File: config.mk
export PLATFORM = sky130hd
export DESIGN_NAME = uint_to_decimal_ascii_core
export DESIGN_NICKNAME = d
export VERILOG_FILES = /design/src/hw/rtl/u2da_pkg.sv /design/src/hw/rtl/uint_to_decimal_ascii_core.sv
export SDC_FILE = /design/constraint.sdc
export NUM_CORES = 1
export LEC_CHECK = 0
export ABC_CLOCK_PERIOD_IN_PS = 6500
export BUFFER_PORTS_ARGS = -buffer_cell sky130_fd_sc_hd__buf_2
export CORE_MARGIN = 3
export CORE_UTILIZATION = 54
export DETAILED_ROUTE_END_ITERATION = 10
export GPL_TIMING_DRIVEN = 0
export MAX_ROUTING_LAYER = met4
export PLACE_DENSITY = 0.84
export SYNTH_ARGS = -nofsm -noshare
export SYNTH_HDL_FRONTEND = slang
export SYNTH_SLANG_ARGS = --single-unit
export TNS_END_PERCENT = 50
File: constraint.sdc
create_clock -name clk -period 6.5 [get_ports clk]
set_input_delay 0.65 -clock clk [delete_from_list [all_inputs] [get_ports clk]]
set_output_delay 0.65 -clock clk [all_outputs]
set_load 0.05 [all_outputs]
File: src/hw/rtl/u2da_pkg.sv
// ----------------------------------------------------------------------------
// u2da_pkg
// Shared types and constants for the unsigned-to-decimal ASCII formatter.
// ----------------------------------------------------------------------------
package u2da_pkg;

	typedef enum logic [1:0] {
		ST_IDLE,
		ST_CONV,
		ST_NORM,
		ST_EMIT
	} state_t;

	localparam int unsigned RUN_W  = 5;
	localparam int unsigned CHAR_W = 8;

	localparam logic [CHAR_W-1:0] CH_DOLLAR = 8'h24;
	localparam logic [CHAR_W-1:0] CH_CR     = 8'h0D;
	localparam logic [CHAR_W-1:0] CH_LF     = 8'h0A;
	localparam logic [3:0]        CH_DIGIT_HI = 4'h3;

	localparam logic [RUN_W-1:0] FRAME_EXTRA = 5'd3;

endpackage

File: src/hw/rtl/uint_to_decimal_ascii_core.sv
// ----------------------------------------------------------------------------
// uint_to_decimal_ascii_core
// Converts an unsigned integer to decimal ASCII text, one character per beat.
// ----------------------------------------------------------------------------
// Input channel s_*: one request per value. s_tdata carries the value (low
// VALUE_BITS bits used), s_tuser[0] selects plain digits (0) or the bulk
// header framing '$' digits CR LF (1).
// Output channel m_*: one beat per character, most significant digit first,
// no leading zeros. m_tdata[12:8] holds the run length on every beat and
// m_tlast marks the final character.
// Timing: a request is converted by a shared shift/add-3 unit, one value bit
// per cycle, then the digit register drops leading zeros one digit per cycle,
// then the text streams out at one character per cycle while m_tready is
// high. The next request is taken in the cycle after the last beat.
// s_tready is low while a request is in flight.
// Reset: arst_n clears the sequencer; the block comes up idle and ready.
// Stall: when m_tready is low the current beat is held unchanged.
// ----------------------------------------------------------------------------
module uint_to_decimal_ascii_core #(
	parameter int unsigned VALUE_BITS = 64
) (
	input  logic        clk,
	input  logic        arst_n,
	input  logic        s_tvalid,
	output logic        s_tready,
	input  logic [63:0] s_tdata,   // [63:0] value
	input  logic [0:0]  s_tuser,   // [0] cmd
	output logic        m_tvalid,
	input  logic        m_tready,
	output logic [15:0] m_tdata,   // [7:0] out_char, [12:8] run_length, [15:13] zero
	output logic        m_tlast    // last
);

	localparam int unsigned NDIG = (VALUE_BITS * 30103) / 100000 + 1;
	localparam int unsigned BCD_W = NDIG * 4;
	localparam int unsigned CW = $clog2(VALUE_BITS + 1);
	localparam int unsigned DW = $clog2(NDIG + 1);

	u2da_pkg::state_t state_q, state_d;

	logic [VALUE_BITS-1:0]        val_q;
	logic [BCD_W-1:0]             bcd_q;
	logic [CW-1:0]                cnt_q;
	logic [DW-1:0]                ndig_q;
	logic                         bulk_q;
	logic [u2da_pkg::RUN_W-1:0]   pos_q;

	logic [BCD_W-1:0]             bcd_adj;
	logic [3:0]                   top_dig;
	logic                         lead_zero;
	logic [u2da_pkg::RUN_W-1:0]   run_len;
	logic                         is_last;
	logic                         is_digit;
	logic [u2da_pkg::CHAR_W-1:0]  out_char;
	logic                         out_fire;

	assign top_dig   = bcd_q[BCD_W-1 -: 4];
	assign lead_zero = (top_dig == 4'd0) && (ndig_q > DW'(1));

	always_comb begin
		for (int i = 0; i < NDIG; i++) begin
			if (bcd_q[4*i +: 4] >= 4'd5) begin
				bcd_adj[4*i +: 4] = bcd_q[4*i +: 4] + 4'd3;
			end else begin
				bcd_adj[4*i +: 4] = bcd_q[4*i +: 4];
			end
		end
	end

	always_comb begin
		state_d = state_q;
		case (state_q)
			u2da_pkg::ST_IDLE: begin
				if (s_tvalid) state_d = u2da_pkg::ST_CONV;
			end
			u2da_pkg::ST_CONV: begin
				if (cnt_q == CW'(1)) state_d = u2da_pkg::ST_NORM;
			end
			u2da_pkg::ST_NORM: begin
				if (!lead_zero) state_d = u2da_pkg::ST_EMIT;
			end
			u2da_pkg::ST_EMIT: begin
				if (m_tready && is_last) state_d = u2da_pkg::ST_IDLE;
			end
			default: state_d = u2da_pkg::ST_IDLE;
		endcase
	end

	always_comb begin
		run_len  = u2da_pkg::RUN_W'(ndig_q) + (bulk_q ? u2da_pkg::FRAME_EXTRA : '0);
		is_last  = (pos_q == run_len - u2da_pkg::RUN_W'(1));
		is_digit = 1'b1;
		out_char = {u2da_pkg::CH_DIGIT_HI, top_dig};
		if (bulk_q) begin
			if (pos_q == '0) begin
				out_char = u2da_pkg::CH_DOLLAR;
				is_digit = 1'b0;
			end else if (pos_q == run_len - u2da_pkg::RUN_W'(2)) begin
				out_char = u2da_pkg::CH_CR;
				is_digit = 1'b0;
			end else if (is_last) begin
				out_char = u2da_pkg::CH_LF;
				is_digit = 1'b0;
			end
		end
		s_tready = (state_q == u2da_pkg::ST_IDLE);
		m_tvalid = (state_q == u2da_pkg::ST_EMIT);
		m_tdata  = {3'b000, run_len, out_char};
		m_tlast  = is_last;
		out_fire = m_tvalid && m_tready;
	end

	always_ff @(posedge clk or negedge arst_n) begin
		if (!arst_n) begin
			state_q <= u2da_pkg::ST_IDLE;
		end else begin
			state_q <= state_d;
		end
	end

	always_ff @(posedge clk) begin
		case (state_q)
			u2da_pkg::ST_IDLE: begin
				val_q  <= s_tdata[VALUE_BITS-1:0];
				bulk_q <= s_tuser[0];
				bcd_q  <= '0;
				cnt_q  <= CW'(VALUE_BITS);
				ndig_q <= DW'(NDIG);
				pos_q  <= '0;
			end
			u2da_pkg::ST_CONV: begin
				bcd_q <= {bcd_adj[BCD_W-2:0], val_q[VALUE_BITS-1]};
				val_q <= val_q << 1;
				cnt_q <= cnt_q - CW'(1);
			end
			u2da_pkg::ST_NORM: begin
				if (lead_zero) begin
					bcd_q  <= bcd_q << 4;
					ndig_q <= ndig_q - DW'(1);
				end
			end
			u2da_pkg::ST_EMIT: begin
				if (out_fire) begin
					pos_q <= pos_q + u2da_pkg::RUN_W'(1);
					if (is_digit) bcd_q <= bcd_q << 4;
				end
			end
			default: begin
				pos_q <= '0;
			end
		endcase
	end

`ifndef SYNTHESIS
	a_busy_not_ready: assert property (@(posedge clk) disable iff (!arst_n)
		m_tvalid |-> !s_tready)
		else $error("input ready while a result is pending");

	a_last_to_idle: assert property (@(posedge clk) disable iff (!arst_n)
		m_tvalid && m_tready && m_tlast |=> s_tready && !m_tvalid)
		else $error("block did not return to idle after the final character");

	a_run_range: assert property (@(posedge clk) disable iff (!arst_n)
		m_tvalid |-> (m_tdata[12:8] != 5'd0) && (m_tdata[12:8] <= 5'd23))
		else $error("run length out of range");
`endif

endmodule

==> metrics, run 1 <==
min-delay worst type in2reg; Clock transition at path regs 70 ps; RSZ-0062 raised after global routing no; Post-synth EDFFs 162; clk_skew 9.33 ps; final slew viol count 0; post-DR wirelength/cell 16.7 um; Avg Vias per Cell 5.73; Synth Area in XOR/XNOR 0.0457; 1st-pass router iterations 7; Yosys top cell area share 0.511; clk buf depth 2; Worst path slowest cell fa_1; Synth area leader edfxtp_1; Total Neg Setup Slack 0 ps; crit end category primary output; Worst Max-Slew Pin Slew 952 ps; Via Count 6913; main combinational cell family by area after synthesis compound AO/OA/AOI/OAI gates; relative slew slack 0.366; CTS H-tree lvls 4; status complete, no violations; initial antenna violation count 1; Clock Sinks 164; Arr. time, crit path 3850 ps; Final #Nets 1097; clock insertion delay at the later pin of the skew report 440 ps; Netlist cell types 56; final hold violations 0; # rows 47; fraction of registers with async set or reset after synthesis 0.0122; Synth Area in Adders 0.0730; Antenna Nets Post-Route 0; share of layout cells above drive strength 1 0.207; YS warnings 0; Most used DFF post-synth edfxtp_1; CP Class reg2out; GR Overflow Total 0; CTS tree built; die area 19300 sq um; die width 139 um; commonest non-fill, non-tap cells in the layout edfxtp_1, o21ai_0, nand2_1, buf_2, a21oi_1; Worst Path Required 5850 ps; GPL Wtd Cong 0.870; max incr delay on CP 510 ps; Yosys reg bits 164; min Tclk post-route 4500 ps; Layout area overhead 14.7%; post-synthesis cell area 9520 sq um; Compound-Gate Fraction of Synth Area 0.125; Power Dens Cells 464 nW/um^2; CP cell instances clkbuf_1, inv_1, fa_1, xor2_4, ha_1, xnor2_1, or3_1, nor3_1, a21oi_1, nand2_1, o21ai_0, buf_4, buf_2; Cells after Synth 864; HP Start s_tuser; most common cell after layout, fill and taps aside edfxtp_1; first-pass GRT wire length 33100 um; Initial Utilization 0.562; reg2reg end bcd_q[29]; GRT Util Overall 0.216; crit path max fanout 8; Simple-Gate Fraction of Synth Area 0.123; Post-CTS Resized 0; startpoint types register; Util after Layout 0.645; Hold Buf Count CTS 1; DRC violations left 0; Max Freq 222 MHz; CTS Root Buffer Type clkbuf_16; Post-CTS Setup Bufs 0; maximum vdd drop 0.214 mV; hold path endpoint bulk_q; CORE AREA 16900 sq um; Leak Pwr 0.00424 uW; R2R setup slack 2560 ps; Max-cap violations 0; Die Y 139 um; PortBufs 82; period utilisation layout 0.692; largest net degree at the start of global routing 72; setup violators final 0; hold depth 1; R2R cell count 11; ranking of synthesized cells by area edfxtp_1, mux2_2, ha_1, o21ai_0, a21oi_1; DR iter-0 viols 556; cts bufs inserted 17; mux share of post-synthesis cell area 0.0757; Seq/Total Area, Yosys 0.516; IO Count 88; drt total wl 20100 um; Design Power 5070 uW; Final HPWL DP 13600 um; Avg Cell Area, Syn 11.0 sq um; vias in the first global route 6839; RR Startpoint bulk_q
worst max-delay path: cells and delay by family, from the launching register on:
kind,cells,cell delay [ps]
adder cells (fa/ha/maj),2,810
AND/OR/NAND/NOR,3,740
AO/OA/AOI/OAI,2,230
buffers and inverters,4,870
flip-flops,1,420
XOR/XNOR,2,340
synth_stat cells (all sizes together), types with 2 or more instances:
library cell and n:
nand3 5, dfrtp 2, a211oi 2, buf 8, or2 2, or3 3, mux2 64, inv 57
o21ai 97, nand2 86, edfxtp 162, nor3b 33, a21oi 74, and3 5, nand2b 21, and2 10
clkbuf 29, a31oi 2, xor2 16, a22oi 8, ha 54, o31ai 16, xnor2 29, o211ai 3
nor2b 14, nor3 5, nor2 37, nor4b 2
flip-flops by register name, indices dropped and copies added (netlist names):
| name | flops |
|---|---|
| bcd_q | 80 |
| ndig_q | 5 |
| bulk_q | 1 |
| val_q | 64 |
| state_q | 2 |
| cnt_q | 7 |
| pos_q | 5 |
per-stage QoR:
step | instances | hold slack (ps) | worst slack (ps) | area [sq um]
after global placement | 1170 | 434 | -72.0 | 10200
after CTS | 1206 | 365 | 2020 | 10900
after global routing | 1207 | 382 | 1760 | 10900
final | 1207 | 388 | 2000 | 10900
after floorplan | 868 | 354 | 1310 | 9550
after detailed placement | 1173 | 437 | 2500 | 10300
layout make-up:
class / count / area [sq um]
Multi-Input combinational cell: 610 / 4250
Clock inverter: 15 / 175
Tap cell: 220 / 275
Sequential cell: 164 / 4910
Clock buffer: 17 / 425
Fill cell: 1267 / 6010
Timing Repair Buffer: 86 / 488
Antenna cell: 1 / 2.50
Inverter: 57 / 214
Buffer: 37 / 179
how the worst max path moves through the flow:
stage	startpoint	endpoint	slack, ps	depth (start not counted)
5_1_grt	bulk_q	m_tdata[4]	1760	13
3_3_place_gp	bulk_q	bcd_q[29]	-70	9
2_1_floorplan	bulk_q	bcd_q[0]	1310	11
3_5_place_dp	bulk_q	m_tdata[4]	2500	13
4_1_cts	bulk_q	m_tdata[4]	2020	13
6_report	bulk_q	m_tdata[4]	2000	13
kinds of logic (layout without fill, tap and decap cells):
logic type | after synthesis | after routing
compound gates | 212 | 212
xor+xnor | 46 | 46
fa+ha+maj | 55 | 55
buf+inv | 94 | 212
flops | 164 | 164
mux | 64 | 64
other cells | 1 | 6
simple gates | 228 | 228
layer usage:
metal | GRT usage | routed length (um)
met5 | - | 0
met4 | 0.0762 | 380
met3 | 0.0510 | 1340
met2 | 0.344 | 9730
met1 | 0.273 | 8670
power by group:
part / leakage, uW / internal (uW) / switching (uW)
Combinational: 0.00238 / 808 / 1120
Sequential: 0.00156 / 1730 / 380
Clock: 0.000296 / 552 / 481
Total: 0.00424 / 3090 / 1980
Note: power is estimated with default switching activity, not from simulation.
==> run 2: changes to the inputs <==
- ABC_AREA: not set -> 1
- ABC_CLOCK_PERIOD_IN_PS: 6500 -> 4100
- clock period: 6.5 -> 4.1 ns (I/O delays scaled with it)
==> run 2 against run 1 <==
- routed wire length grew 6.9%
- utilization shrank 0.25 points
- largest cell class unchanged
- clock-buffer cell count grew 1
- cell area shrank 0.39%
- first-iteration DRC count grew 30%
- setup slack lost 1700 ps
- power grew 91%
- clock power grew 51%
- sequential power grew 68%
==> metrics, run 2 <==
status complete, no violations (unchanged); HP Start s_tuser (unchanged); startpoint types register (unchanged); max incr delay on CP 640 ps (was 510 ps); initial antenna violation count 0 (was 1); IO Count 88 (unchanged); Die Y 139 um (about the same); top-count cell post-synth nand2_1 (was edfxtp_1); most frequent cells after synthesis nand2_1, edfxtp_1, inv_1 (was edfxtp_1, o21ai_0, nand2_1); Clock transition at path regs 70 ps (about the same); 1st-pass router iterations 7 (unchanged); PortBufs 82 (unchanged); crit end category register (was primary output); Yosys reg bits 164 (unchanged); Clock Sinks 164 (unchanged); Worst path slowest cell fa_2 (was fa_1); vias in the first global route 7555 (was 6839); YS warnings 0 (unchanged); CTS Root Buffer Type clkbuf_16 (unchanged); min Tclk post-route 3830 ps; commonest non-fill, non-tap cells in the layout nand2_1, edfxtp_1, inv_1, nor2_1, buf_2 (was edfxtp_1, o21ai_0, nand2_1, buf_2, a21oi_1); first-pass GRT wire length 35000 um (was 33100 um); maximum vdd drop 0.578 mV (was 0.214 mV); GRT Util Overall 0.227 (was 0.216); Netlist cell types 39 (was 56); CTS tree built (unchanged); CTS H-tree lvls 4 (unchanged); met2 Track Usage GR 0.343 (was 0.344); Power Dens Cells 891 nW/um^2 (was 464 nW/um^2); global routing's busiest layer met2 (unchanged); Total Neg Setup Slack 0 ps (unchanged); kind of cell adding the most delay to the critical path adder cells (was buffers and inverters); Initial Utilization 0.564 (was 0.562); die width 139 um (about the same); clk buf depth 2 (unchanged); R2R cell count 14 (was 11); relative slew slack 0.389 (was 0.366); Final HPWL DP 14600 um (was 13600 um); met1 GRT Util 0.305 (was 0.273); number of buffer and inverter stages on the critical path 3 (was 4); clk_skew 8.82 ps (was 9.33 ps); setup violators final 0 (unchanged); worst slack, placed -137 ps (was 2500 ps); RR Startpoint bulk_q (unchanged); Avg Vias per Cell 5.49 (was 5.73); CP cell instances ha_1, inv_1, fa_2, ha_1, xnor2_1, nor2_1, nand2_1, nor2_2, nand3_4, nand3_2, nand3_1, nand2_1, clkinvlp_4, buf_12 (was clkbuf_1, inv_1, fa_1, xor2_4, ha_1, xnor2_1, or3_1, nor3_1, a21oi_1, nand2_1, o21ai_0, buf_4, buf_2); DRC violations left 0 (unchanged); largest registers bcd_q x80, val_q x64, cnt_q x7 (unchanged); Synth area leader edfxtp_1 (unchanged); Seq/Total Area, Yosys 0.515 (was 0.516); hold path endpoint bulk_q (unchanged); fraction of registers with async set or reset after synthesis 0.0122 (unchanged); ranking of synthesized cells by area edfxtp_1, nand2_1, ha_1, inv_1, o21ai_0 (was edfxtp_1, mux2_2, ha_1, o21ai_0, a21oi_1); Max-cap violations 0 (unchanged); reg2reg end bcd_q[59] (was bcd_q[29]); Setup WS post-layout 265 ps (was 2000 ps); Worst Max-Slew Pin Slew 917 ps (was 952 ps); largest net degree at the start of global routing 72 (unchanged); Yosys top cell area share 0.509 (was 0.511); final slew viol count 0 (unchanged); Via Count 7818 (was 6913); # rows 47 (unchanged); min-delay worst type in2reg (unchanged); crit path max fanout 40 (was 8); DR iter-0 viols 721 (was 556); Final #Nets 1316 (was 1097); Worst Path Required 4270 ps (was 5850 ps); R2R setup slack 270 ps (was 2560 ps); Leak Pwr 0.00484 uW (was 0.00424 uW); drt total wl 21500 um (was 20100 um); Layout area overhead 13.9% (was 14.7%); clock insertion delay at the later pin of the skew report 440 ps (about the same); Hold Slack 144 ps (was 388 ps); Most used DFF post-synth edfxtp_1 (unchanged); RSZ-0062 raised after global routing no (unchanged); Avg Cell Area, Syn 8.82 sq um (was 11.0 sq um); cts bufs inserted 17 (unchanged); Antenna Nets Post-Route 0 (unchanged); share of layout cells above drive strength 1 0.136 (was 0.207); global routing met3 resource utilization 0.0441 (was 0.0510); post-route insts no fill 1425 (was 1207); final antenna diode count 0 (was 1); Arr. time, crit path 4010 ps (was 3850 ps); hold depth 1 (unchanged); Largest Register bcd_q (unchanged); post-synthesis cell area 9550 sq um (was 9520 sq um); Post-synth EDFFs 162 (unchanged); Post-CTS Setup Bufs 0 (unchanged); CP Class reg2reg (was reg2out); critical path depth in cells 14 (was 13); final hold violations 0 (unchanged); GR Overflow Total 0 (unchanged); Inst Count DP 1390 (was 1173); Design Power 9690 uW (was 5070 uW); die area 19300 sq um (about the same); most common cell after layout, fill and taps aside nand2_1 (was edfxtp_1); Cells after Synth 1083 (was 864); period utilisation layout 0.935; post-DR wirelength/cell 15.1 um (was 16.7 um); Max Freq 261 MHz; GPL Wtd Cong 0.900 (was 0.870); max reg flops 80 (unchanged); CORE AREA 16900 sq um (unchanged)
==> run 2: cell types whose count changed after synthesis, sizes merged, moves of 10 or more <==
| cell | change |
|---|---|
| a21oi | -43 |
| and2 | -10 |
| inv | +94 |
| mux2 | -64 |
| nand2 | +225 |
| nand2b | -21 |
| nand3 | +21 |
| nor2 | +76 |
| nor2b | -14 |
| nor3b | -33 |
| o22ai | +41 |
| o31ai | -16 |
| o32ai | +25 |
| xnor2 | -25 |
==> run 2: worst max-delay path by stage <==
stage	start	slack [ps]	endpoint
after detailed placement	bulk_q	-140	bcd_q[12]
after floorplan	bulk_q	190	bcd_q[0]
final	bulk_q	270	bcd_q[59]
after global placement	bulk_q	-640	bcd_q[10]
after CTS	bulk_q	-80	bcd_q[11]
after global routing	bulk_q	90	bcd_q[11]
==> run 2: layer usage <==
metal / share of wire / wire length, um
met2: 0.46 / 9850
met4: 0.024 / 519
met1: 0.43 / 9260
met5: 0 / 0
met3: 0.088 / 1890
==> run 2: worst register-to-register path, stage by stage, from the launching register on <==
cell	delay (ps)
edfxtp_1	520
ha_1	250
inv_1	60
fa_2	640
ha_1	280
xnor2_1	130
nor2_1	100
nand2_1	80
nor2_2	120
nand3_4	140
nand3_2	140
nand3_1	70
nand2_1	300
clkinvlp_4	410
buf_12	300
==> run 2: final cells by class <==
cell class | instances | area, sq um
well taps | 220 | 275
inverters | 152 | 576
repair inverters | 2 | 15.0
flip-flops and latches | 164 | 4910
fillers | 1293 | 6060
multi-input cells | 733 | 3900
repair buffers | 84 | 440
clock inverters | 14 | 141
plain buffers | 38 | 185
clock buffers | 18 | 429
==> run 2: cells by family after synthesis <==
kind of cell	after synthesis	synth area share
xor+xnor	17	0.0156
flops	164	0.515
fa+ha+maj	55	0.0728
simple gates	462	0.198
other cells	1	0.000393
compound gates	194	0.120
buf+inv	190	0.0793
==> run 2: where the power goes <==
| group | switching (uW) | total [uW] | internal, uW |
|---|---|---|---|
| clock | 707 | 1560 | 856 |
| sequential | 444 | 3540 | 3100 |
| combinational | 3280 | 4590 | 1310 |
==> run 2: per-stage QoR <==
stage	area, sq um	utilization
global placement	10300	0.605
floorplan	9570	-
finish	10900	0.642
global route	10900	0.642
detailed placement	10300	0.607
CTS	10900	0.642
==> run 2: what timing repair did <==
action,4_1_cts,5_1_grt
cloned,0,2
hold buffers,1,0
gates resized for setup,1,2
setup endpoints to repair,40,80
endpoints found under the hold margin,2,0
pin swaps,0,0
